==> src/fcpbc_pkg.sv <==
// Shared types for the flow class packet and byte counter.
// Holds operation codes, controller states, result selects and the
// command and status bundles between the controller and the datapath.
package fcpbc_pkg;

  typedef enum logic [1:0] {
    OP_RECORD = 2'd0,
    OP_QUERY  = 2'd1,
    OP_TOTALS = 2'd2,
    OP_CLEAR  = 2'd3
  } opcode_t;

  typedef enum logic [2:0] {
    ST_IDLE,
    ST_DISPATCH,
    ST_SCAN_RD,
    ST_SCAN_CMP,
    ST_HIT,
    ST_UPDATE
  } state_t;

  typedef enum logic [2:0] {
    RES_ZERO,
    RES_TOTALS,
    RES_ENTRY,
    RES_NEW,
    RES_OVF,
    RES_SUM
  } res_sel_t;

  typedef struct packed {
    logic     req_load;
    logic     tot_add;
    logic     fill_clr;
    logic     alloc;
    logic     scan_inc;
    logic     sum_load;
    logic     cnt_wr;
    logic     res_load;
    res_sel_t res_sel;
  } cmd_t;

  typedef struct packed {
    opcode_t op;
    logic    hit;
    logic    last;
    logic    empty;
    logic    full;
  } status_t;

endpackage

==> src/fcpbc_ctrl.sv <==
// Controller state machine for the flow class counter.
// Depends on fcpbc_pkg; drives cmd_t to fcpbc_dp and reads status_t back.
module fcpbc_ctrl
  import fcpbc_pkg::*;
(
  input  logic    clk,
  input  logic    rst_n,
  input  logic    start,
  output logic    busy,
  input  status_t sts,
  output cmd_t    cmd
);

  state_t state_r;
  state_t state_nxt;

  always_ff @(posedge clk) begin
    if (!rst_n) begin
      state_r <= ST_IDLE;
    end else begin
      state_r <= state_nxt;
    end
  end

  assign busy = (state_r != ST_IDLE);

  always_comb begin
    state_nxt = state_r;
    cmd       = '0;
    cmd.res_sel = RES_ZERO;
    case (state_r)
      ST_IDLE: begin
        if (start) begin
          cmd.req_load = 1'b1;
          state_nxt    = ST_DISPATCH;
        end
      end
      ST_DISPATCH: begin
        case (sts.op)
          OP_TOTALS: begin
            cmd.res_load = 1'b1;
            cmd.res_sel  = RES_TOTALS;
            state_nxt    = ST_IDLE;
          end
          OP_CLEAR: begin
            cmd.fill_clr = 1'b1;
            cmd.res_load = 1'b1;
            cmd.res_sel  = RES_ZERO;
            state_nxt    = ST_IDLE;
          end
          default: begin
            cmd.tot_add = (sts.op == OP_RECORD);
            if (sts.empty) begin
              cmd.res_load = 1'b1;
              state_nxt    = ST_IDLE;
              if (sts.op == OP_QUERY) begin
                cmd.res_sel = RES_ZERO;
              end else begin
                cmd.alloc   = 1'b1;
                cmd.res_sel = RES_NEW;
              end
            end else begin
              state_nxt = ST_SCAN_RD;
            end
          end
        endcase
      end
      ST_SCAN_RD: begin
        state_nxt = ST_SCAN_CMP;
      end
      ST_SCAN_CMP: begin
        if (sts.hit) begin
          state_nxt = ST_HIT;
        end else if (sts.last) begin
          cmd.res_load = 1'b1;
          state_nxt    = ST_IDLE;
          if (sts.op == OP_QUERY) begin
            cmd.res_sel = RES_ZERO;
          end else if (sts.full) begin
            cmd.res_sel = RES_OVF;
          end else begin
            cmd.alloc   = 1'b1;
            cmd.res_sel = RES_NEW;
          end
        end else begin
          cmd.scan_inc = 1'b1;
          state_nxt    = ST_SCAN_RD;
        end
      end
      ST_HIT: begin
        if (sts.op == OP_QUERY) begin
          cmd.res_load = 1'b1;
          cmd.res_sel  = RES_ENTRY;
          state_nxt    = ST_IDLE;
        end else begin
          cmd.sum_load = 1'b1;
          state_nxt    = ST_UPDATE;
        end
      end
      ST_UPDATE: begin
        cmd.cnt_wr   = 1'b1;
        cmd.res_load = 1'b1;
        cmd.res_sel  = RES_SUM;
        state_nxt    = ST_IDLE;
      end
      default: begin
        state_nxt = ST_IDLE;
      end
    endcase
  end

endmodule

==> config.mk <==
export PLATFORM = sky130hd
export DESIGN_NAME = fcpbc_ctrl
export DESIGN_NICKNAME = d
export VERILOG_FILES = /design/src/fcpbc_pkg.sv /design/src/fcpbc_ctrl.sv
export SDC_FILE = /design/constraint.sdc
export NUM_CORES = 1
export LEC_CHECK = 0
export BUFFER_PORTS_ARGS = -buffer_cell sky130_fd_sc_hd__buf_2
export CAP_MARGIN = 20
export CORE_AREA = 2 2 39 41
export DETAILED_ROUTE_END_ITERATION = 16
export DIE_AREA = 0 0 41 43
export PLACE_DENSITY = 0.58
export SKIP_CTS_REPAIR_TIMING = 1
export SYNTH_ARGS = -nofsm -noshare
export SYNTH_HDL_FRONTEND = slang
export SYNTH_SLANG_ARGS = --single-unit
==> constraint.sdc <==
create_clock -name clk -period 2.2 [get_ports clk]
set_input_delay 0.66 -clock clk [delete_from_list [all_inputs] [get_ports clk]]
set_output_delay 0.66 -clock clk [all_outputs]
set_load 0.1 [all_outputs]
-- After elaboration in Yosys (flattened, before gate mapping)
Index checks and enable logic that the tools add are counted.
- flip-flop bits (word level): 3
- output and inout port bits: 12
- word-level logic and storage cells: 47
- equality and inequality tests: 9
- mux-type cells: 33
- reduce and logical (&&, ||, !) cells: 4
- operators with widths (kind ; count):
    $mux W3 ; 6
    $mux W4 ; 4
    $pmux W4 S4 ; 1
    $pmux W3 S5 ; 1
    $mux W1 ; 14
    $mux W2 ; 5
    $pmux W4 S2 ; 1
    $eq A3 B2 Y1 const B ; 2
    $eq A3 B3 Y1 const B ; 2
    $eq A2 B2 Y1 const B ; 2
    $eq A3 B1 Y1 const B ; 1
    $logic_not A3 Y1 ; 1
    $reduce_bool A3 Y1 ; 1
    $eq A2 B1 Y1 const B ; 1
    $logic_not A2 Y1 ; 1
    $ne A2 B2 Y1 const B ; 1
    $pmux W1 S2 ; 1
    $reduce_or A2 Y1 ; 1

-- Depth between registers and ports, before layout
Gate-level depths: netlist of run 1.
- depth after elaboration: 5
- gate-level depth with buffers: 4
- gate-level depth less buffers: 3

-- Least setup slack after synthesis of run 1
No wires, ideal clock.
- path kind: input to output
- start point: input port sts[3] in the netlist's numbering
- end point: output port cmd[6] in the netlist's numbering
- arrival: 3.619 ns
- required time: 1.540 ns
- slack: -2.079 ns
- stages on the path: 1
- buffers on the path: 0
- cells stage by stage: nor4_1
- longest elaborated chain between the ends: 2
- RTL lines (element ; line ; RTL):
    start: declaration ; fcpbc_ctrl.sv:10 ; input status_t sts,
    $mux W2 ; fcpbc_ctrl.sv:72 ; if (sts.hit) begin
    $mux W1 ; fcpbc_ctrl.sv:31 ; case (state_r)
    end: declaration ; fcpbc_ctrl.sv:11 ; output cmd_t cmd
Every way passes these cells.

==> results of run 1 <==
==> routing by layer <==
metal  GRT usage (%)  routed length [um]  vias to the layer above
li1                -                   -                      256
met5               0                   0                        -
met4            6.00                   0                        0
met3            3.66                  42                        0
met2            24.4                 734                       14
met1            19.4                 560                      247
==> power by group through the flow <==
| stage | combinational (mW) | clock [mW] | sequential, mW |
|---|---|---|---|
| floorplan | 0.0944 | 0 | 0.0586 |
| global placement | 0.157 | 0 | 0.0608 |
| detailed placement | 0.158 | 0 | 0.0609 |
| CTS | 0.159 | 0.103 | 0.0600 |
| global route | 0.177 | 0.110 | 0.0584 |
| finish | 0.169 | 0.101 | 0.0581 |
==> layout by cell type (no fill, tap or decap), types with 2 or more instances in the layout <==
cell / netlist / routed
and3_2: 0 / 2
and3b_1: 2 / 2
buf_12: 0 / 12
buf_2: 2 / 6
buf_4: 0 / 16
buf_6: 0 / 2
clkbuf_4: 0 / 3
nand2b_1: 3 / 2
nand3_1: 4 / 3
nor2_1: 9 / 8
nor3b_1: 2 / 2
==> how the worst min path moves through the flow <==
| stage | to | slack (ns) | cells after the start |
|---|---|---|---|
| final | state_r[1]$_SDFFE_PN0P_ | 0.68 | 2 |
| after floorplan | state_r[1]$_SDFFE_PN0P_ | 0.62 | 3 |
| after CTS | state_r[1]$_SDFFE_PN0P_ | 0.62 | 2 |
| after global routing | state_r[1]$_SDFFE_PN0P_ | 0.71 | 2 |
| after global placement | state_r[1]$_SDFFE_PN0P_ | 0.60 | 2 |
| after detailed placement | state_r[1]$_SDFFE_PN0P_ | 0.61 | 2 |
==> tightest hold or removal path, stage by stage, from the launching register on <==
cell     delay [ns]
dfxtp_2        0.39
buf_4          0.20
nor4b_1        0.07
==> cell usage after synthesis, drive strengths merged <==
master | instances | area, um2
o21ai | 1 | 5.00
o211a | 1 | 10.0
nand3 | 4 | 20.0
and2 | 1 | 6.26
mux2i | 1 | 10.0
a21oi | 2 | 10.0
o22ai | 1 | 6.26
o311a | 1 | 10.0
a21boi | 1 | 7.51
buf | 2 | 10.0
nor3b | 3 | 27.5
dfxtp | 3 | 60.1
nand2 | 2 | 7.51
nand4 | 1 | 6.26
and3b | 2 | 17.5
inv | 1 | 3.75
nor4 | 1 | 6.26
clkbuf | 1 | 3.75
or3 | 1 | 6.26
nor4b | 1 | 8.76
nor2 | 9 | 33.8
and3 | 2 | 12.5
o41ai | 1 | 8.76
o31a | 1 | 8.76
nand2b | 3 | 18.8
or4b | 1 | 10.0
nor2b | 1 | 6.26
==> final cells by class <==
cell class,count,share of cell area [%]
clock buffers,4,2.77
inverters,1,0.396
multi-input cells,42,42.7
flip-flops and latches,3,6.87
well taps,16,2.11
repair buffers,37,45.2
==> logic make-up after synthesis <==
| family | share of synthesized area [%] |
|---|---|
| buffers and inverters | 5.13 |
| and+or+nand+nor | 55.0 |
| muxes | 2.93 |
| DFF | 17.6 |
| AOI/OAI and AO/OA | 19.4 |
==> metrics by stage <==
step	utilization, %	area, um2	setup WS, ns	hold WS [ns]	TNS (ns)
5_1_grt	68.4	947	-0.252	0.707	-0.793
2_1_floorplan	-	470	-0.194	0.615	-0.418
6_report	68.4	947	-0.212	0.685	-0.626
3_5_place_dp	62.7	867	-0.249	0.614	-0.765
4_1_cts	64.6	893	-0.249	0.616	-0.777
3_3_place_gp	62.7	867	-0.247	0.604	-0.720
==> flow_summary_export.csv, run 1 <==
group,metric,value,unit
floorplanning,die_h,43,um
power,power_leakage,0.422,nW
power,p_sw,0.131,mW
detailed_routing,drc,0,
power,switching_share,39.8,%
finish,syn_to_final_growth,177,%
setup_path,r2r_end,"state_r[2]$_SDFFE_PN0P_",
outcome,failed_checks,"negative setup slack",
finish,antennaDiodeCount,0,
detailed_routing,vias,517,
finish,final_layout_size_suffix_gt1_share,66.7,%
power,combinationalPowerShare,51.4,%
power,p_total,0.328,mW
global_route,antenna_found_initial,0,
floorplanning,rows,14,
synthesis,synth_warnings,0,
clock_tree,cts_num_sinks,3,
setup_path,crit_start,"sts[3]",
sta,hold_viol_final,0,
synthesis,ys_seq_elements,3,
placed_design,detailed_place_hpwl,997,um
sta,slew-limit-headroom,73.6,%
setup_path,r2r_cells,4,
outcome,status,"finished with violations",
finish,layout.cells.non_filler,103,
min_path,hold_start,"state_r[2]$_SDFFE_PN0P_",
setup_path,r2r-start,"state_r[0]$_SDFFE_PN0P_",
sta,worst_slew_pin_slew,0.395,ns
synthesis,syn_nets,58,
finish,largest_reg_flops,3,
power,p_per_area,346,mW/mm2
finish,nFillCells,101,
global_route,overflow,0,
floorplanning,pin_count,21,
setup_path,crit_chain,"buf_8 > nor3b_4 > or4b_4 > nand3_4 > buf_12",
power,p_int,0.197,mW
setup_path,critPathArrivalTime,1.75,ns
finish,regArea,65.1,um2
power,power_frac_clock,30.9,%
setup_path,critPathBufInv,2,
sta,skew,0.0105,ns
floorplanning,design.core.area,0.00138,mm2
detailed_routing,first_pass_iters,4,
detailed_routing,wl,1.34,mm
setup_path,crit_end,"cmd[1]",
min_path,hold_path_class,"reg2reg",
clock_tree,cts-root-buf,"clkbuf_4",
clock_tree,htreeDepth,1,
setup_path,cp_data_required_time,1.54,ns
placed_design,portBuffers,20,
power,ir_worst_vdd,0.000181,V
detailed_routing,ant_nets,0,
placed_design,place_congestion,0.782,
detailed_routing,wl_per_cell,13.0,um
setup_path,crit_cells,5,
synthesis,syn_inst,49,
finish,top_register,"state_r",
synthesis,syn_area,342,um2
sta,finalSetupViolations,4,
synthesis,synth_cell_type_count,28,
setup_path,path_delay_family,"simple AND/OR/NAND/NOR gates",
finish,multi_input_area,404,um2
floorplanning,initial_core_util,24.7,%
setup_path,cp-end-kind,"output port",
global_route,grt_pass1_vias,502,
clock_tree,clock_latency,0.24,ns
synthesis,avgSynthCellArea,6.97,um2
setup_path,worstSetupStartpointType,"input pin",
setup_path,crit_fanout,2,
clock_tree,cts_buffer_depth,2,
global_route,grt_pass1_wl,1.93,mm
sta,drv_slew,0,
setup_path,setup.worst_path.class,"in2out",
sta,period_share,110,%
detailed_routing,drt_iter0_drc,11,
job,maxCapViolations,0,
clock_tree,clk_pin_slew_worst_paths,0.04,ns
sta,finalCriticalPeriod,2.41,ns
sta,max_freq,0.415,GHz
floorplanning,dieArea,0.00176,mm2
setup_path,r2r_setup_slack,0.96,ns
global_route,grt.total_usage,15.5,%
clock_tree,cts_made_buffers,3,
synthesis,synth_sequential_area_ratio,17.6,%
clock_tree,cts_tree,"done",
sta,finalWorstSetupSlack,-0.212,ns
setup_path,crit_slowest_cell,"or4b_4",
power,pwr-share-seq,17.7,%
detailed_routing,via_per_inst,5.02,
finish,largest_registers,"state_r (3)",
setup_path,cpPeakStageDelay,0.54,ns
finish,layout.nets,97,
floorplanning,die_w,41,um
global_route,grt_max_degree,9,
placed_design,placed_cells,98,
sta,rsz0062_at_grt,"true",
No activity file was read; power rests on OpenSTA's default activity.
==> run 2, diff against run 1 <==
MAX_ROUTING_LAYER = met4   (was not set)
==> flow_summary_export.csv, run 2 (synthesis results as in run 1) <==
group,metric,value,unit
global_route,busiest_layer,"met2",
global_route,met2_usage,24.4,%
power,p_total,0.328,mW
floorplanning,rows,14,
finish,regArea,65.1,um2
sta,rsz0062_at_grt,"true",
setup_path,worstSetupStartpointType,"input pin",
floorplanning,initial_core_util,24.7,%
finish,top_register,"state_r",
detailed_routing,ant_nets,0,
job,maxCapViolations,0,
clock_tree,clk_pin_slew_worst_paths,0.04,ns
finish,largest_reg_flops,3,
power,p_int,0.197,mW
power,power_frac_clock,30.7,%
finish,syn_to_final_growth,177,%
finish,layout.cells.non_filler,103,
min_path,hold_start,"state_r[2]$_SDFFE_PN0P_",
sta,drv_slew,0,
clock_tree,clock_latency,0.24,ns
clock_tree,cts-root-buf,"clkbuf_4",
detailed_routing,wl_per_cell,13.1,um
setup_path,cp-end-kind,"output port",
placed_design,place_congestion,0.793,
power,p_per_area,346,mW/mm2
detailed_routing,via_per_inst,5.07,
sta,slew-limit-headroom,72.5,%
floorplanning,die_w,41,um
setup_path,crit_fanout,2,
detailed_routing,wl,1.35,mm
sta,setup-tns-final,-0.631,ns
setup_path,crit_start,"sts[3]",
global_route,antenna_found_initial,0,
sta,max_freq,0.414,GHz
finish,nFillCells,101,
clock_tree,cts_buffer_depth,2,
global_route,grt_max_degree,9,
clock_tree,cts_num_sinks,3,
global_route,grt_pass1_wl,1.93,mm
finish,antennaDiodeCount,0,
min_path,hold_path_class,"reg2reg",
power,p_sw,0.130,mW
global_route,grt.total_usage,15.9,%
placed_design,placed_cells,98,
placed_design,detailed_place_hpwl,997,um
global_route,gr-usage-met3,3.14,%
power,power_leakage,0.422,nW
detailed_routing,drc,0,
outcome,failed_checks,"negative setup slack",
sta,skew,0.00841,ns
sta,finalSetupViolations,4,
sta,worst_slew_pin_slew,0.412,ns
detailed_routing,first_pass_iters,4,
clock_tree,cts_made_buffers,3,
finish,postLayoutCoreUtil,68.4,%
floorplanning,dieArea,0.00176,mm2
sta,period_share,110,%
setup_path,r2r-start,"state_r[0]$_SDFFE_PN0P_",
placed_design,portBuffers,20,
power,switching_share,39.8,%
sta,hold_slack,0.692,ns
sta,finalCriticalPeriod,2.41,ns
setup_path,setup.worst_path.class,"in2out",
global_route,grtUsageMet1,19.7,%
global_route,grt_pass1_vias,502,
finish,largest_registers,"state_r (3)",
detailed_routing,drt_iter0_drc,9,
power,pwr-share-seq,17.7,%
finish,final_layout_size_suffix_gt1_share,66.7,%
power,combinationalPowerShare,51.5,%
sta,hold_viol_final,0,
finish,final_cell_mix,"16 x buf_4, 12 x buf_12, 8 x nor2_1, 6 x buf_2",
power,ir_worst_vdd,0.000182,V
setup_path,critPathArrivalTime,1.75,ns
sta,finalWorstSetupSlack,-0.214,ns
clock_tree,cts_tree,"done",
finish,final_common_cell,"buf_4",
outcome,status,"finished with violations",
floorplanning,design.core.area,0.00138,mm2
finish,multi_input_area,404,um2
detailed_routing,vias,522,
floorplanning,pin_count,21,
setup_path,cp_data_required_time,1.54,ns
floorplanning,die_h,43,um
global_route,overflow,0,
clock_tree,htreeDepth,1,
finish,layout.nets,97,
## run 2: power groups by stage
| stage | combinational, mW | clock [mW] | sequential (mW) |
|---|---|---|---|
| CTS | 0.159 | 0.103 | 0.0600 |
| finish | 0.169 | 0.101 | 0.0581 |
| floorplan | 0.0944 | 0 | 0.0586 |
| global placement | 0.157 | 0 | 0.0608 |
| detailed placement | 0.158 | 0 | 0.0609 |
| global route | 0.177 | 0.110 | 0.0584 |
## run 2: worst paths after layout
path | end | slack (ns) | cells past startpoint
worst min register to register | state_r[1]$_SDFFE_PN0P_ | 0.69 | 2
worst max register to register | state_r[2]$_SDFFE_PN0P_ | 0.96 | 4
worst min-delay path | state_r[1]$_SDFFE_PN0P_ | 0.69 | 2
worst max-delay path | cmd[1] | -0.21 | 5
## run 2: per-stage QoR
step | cell area [um2] | setup WS, ns
floorplan | 470 | -0.194
global placement | 867 | -0.247
detailed placement | 867 | -0.249
CTS | 893 | -0.249
global route | 947 | -0.252
finish | 947 | -0.214
## run 2: routing by layer
metal  part of all wire (%)  up-vias
met5                      0        -
met4                      0        0
met3                    2.9        0
met2                     55       10
met1                     42      256
li1                       -      256
## run 2: area by class of cell
cell class | instances | area share (%)
repair buffers | 37 | 45.2
well taps | 16 | 2.11
inverters | 1 | 0.396
clock buffers | 4 | 2.77
multi-input cells | 42 | 42.7
flip-flops and latches | 3 | 6.87
## run 2: worst max-delay path: stages
cell     delay (ns)
buf_8          0.10
nor3b_4        0.17
or4b_4         0.54
nand3_4        0.11
buf_12         0.17
==> run 3, diff against run 2 <==
SKIP_CTS_REPAIR_TIMING = not set   (was 1)
==> flow_summary_export.csv, run 3 (synthesis results as in run 1) <==
group,metric,value,unit
outcome,status,"finished with violations",
outcome,failed_checks,"negative setup slack",
sta,rsz0062_at_grt,"true",
clock_tree,clock_latency,0.24,ns
finish,nFillCells,102,
sta,skew,0.00940,ns
power,p_int,0.196,mW
finish,final_cell_mix,"17 x buf_4, 12 x buf_12, 8 x nor2_1, 6 x buf_2",
clock_tree,cts_made_buffers,3,
floorplanning,pin_count,21,
finish,layout.cells.non_filler,103,
power,pwr-share-seq,17.9,%
detailed_routing,wl_per_cell,11.7,um
min_path,hold_path_class,"in2reg",
placed_design,placed_cells,98,
detailed_routing,drt_iter0_drc,9,
sta,finalCriticalPeriod,2.41,ns
global_route,grt_max_degree,9,
floorplanning,die_w,41,um
global_route,antenna_found_initial,0,
sta,worst_slew_pin_slew,0.300,ns
sta,hold_viol_final,0,
finish,top_register,"state_r",
floorplanning,dieArea,0.00176,mm2
finish,largest_registers,"state_r (3)",
detailed_routing,wl,1.20,mm
finish,antennaDiodeCount,0,
power,power_frac_clock,30.8,%
sta,drv_slew,0,
clock_tree,cts_buffer_depth,2,
power,p_per_area,345,mW/mm2
sta,finalSetupViolations,4,
clock_tree,cts_tree,"done",
setup_path,cp-end-kind,"output port",
setup_path,cp_data_required_time,1.54,ns
setup_path,setup.worst_path.class,"in2out",
floorplanning,rows,14,
setup_path,critPathArrivalTime,1.75,ns
detailed_routing,drc,0,
global_route,overflow,0,
global_route,grt_pass1_wl,2.01,mm
placed_design,portBuffers,20,
sta,finalWorstSetupSlack,-0.213,ns
floorplanning,design.core.area,0.00138,mm2
setup_path,worstSetupStartpointType,"input pin",
detailed_routing,ant_nets,0,
floorplanning,die_h,43,um
floorplanning,initial_core_util,24.7,%
clock_tree,clk_pin_slew_worst_paths,0.03,ns
global_route,grt_pass1_vias,504,
sta,period_share,110,%
clock_tree,cts_num_sinks,3,
finish,final_common_cell,"buf_4",
sta,setup-tns-final,-0.548,ns
detailed_routing,via_per_inst,5.03,
detailed_routing,first_pass_iters,4,
finish,layout.nets,97,
sta,hold_slack,0.683,ns
finish,largest_reg_flops,3,
power,p_sw,0.128,mW
placed_design,place_congestion,0.793,
finish,final_layout_size_suffix_gt1_share,66.7,%
power,combinationalPowerShare,51.2,%
clock_tree,cts-root-buf,"clkbuf_4",
power,ir_worst_vdd,0.000182,V
detailed_routing,vias,518,
sta,max_freq,0.414,GHz
job,maxCapViolations,0,
placed_design,detailed_place_hpwl,997,um
power,switching_share,39.5,%
finish,postLayoutCoreUtil,67.9,%
power,power_leakage,0.419,nW
sta,slew-limit-headroom,79.9,%
clock_tree,htreeDepth,1,
setup_path,crit_fanout,2,
finish,syn_to_final_growth,175,%
global_route,grt.total_usage,16.7,%
## run 3: metrics by stage
step | power (mW) | worst slack, ns | area [um2]
after global placement | 0.217 | -0.247 | 867
after CTS | 0.328 | -0.221 | 928
after floorplan | 0.153 | -0.194 | 470
after global routing | 0.343 | -0.245 | 940
after detailed placement | 0.219 | -0.249 | 867
final | 0.324 | -0.213 | 940
## run 3: cell type report
cell class	count	area [um2]	area share, %
Clock buffer	4	26.3	2.80
Timing Repair Buffer	37	420	44.7
Sequential cell	3	65.1	6.92
Inverter	1	3.75	0.399
Tap cell	16	20.0	2.13
Multi-Input combinational cell	42	404	43.0
## run 3: repair_timing
item	CTS	global route
cloned	0	0
hold buffers	0	0
setup buffers	0	1
gates resized for setup	5	2
endpoints found under the setup margin	5	6
pin swaps	1	2
## run 3: path summary, 6_finish.rpt
path,startpoint,to,slack [ns],cells past startpoint
setup / recovery,sts[3],cmd[1],-0.21,5
hold / removal,rst_n,state_r[2]$_SDFFE_PN0P_,0.68,2
setup reg to reg,state_r[0]$_SDFFE_PN0P_,state_r[2]$_SDFFE_PN0P_,1.02,4
hold reg to reg,state_r[2]$_SDFFE_PN0P_,state_r[1]$_SDFFE_PN0P_,0.69,2
## run 3: metal layers
layer / vias to the layer above / wire length, um / part of all wire, % / track usage, %
met2: 12 / 657 / 55 / 25.3
met1: 251 / 502 / 42 / 21.3
met3: 0 / 44 / 3.7 / 3.14
li1: 255 / - / - / -
met5: - / 0 / 0 / -
met4: 0 / 0 / 0 / 6.00
## run 3: worst max-delay path: stages
cell,delay [ns]
buf_6,0.10
nor3b_4,0.17
or4b_4,0.54
nand3_4,0.11
buf_12,0.17
## run 3: power by group through the flow
stage | Clock [mW] | Sequential (mW) | Combinational, mW
floorplan | 0 | 0.0586 | 0.0944
global placement | 0 | 0.0608 | 0.157
detailed placement | 0 | 0.0609 | 0.158
CTS | 0.103 | 0.0602 | 0.164
global route | 0.110 | 0.0587 | 0.174
finish | 0.0999 | 0.0581 | 0.166
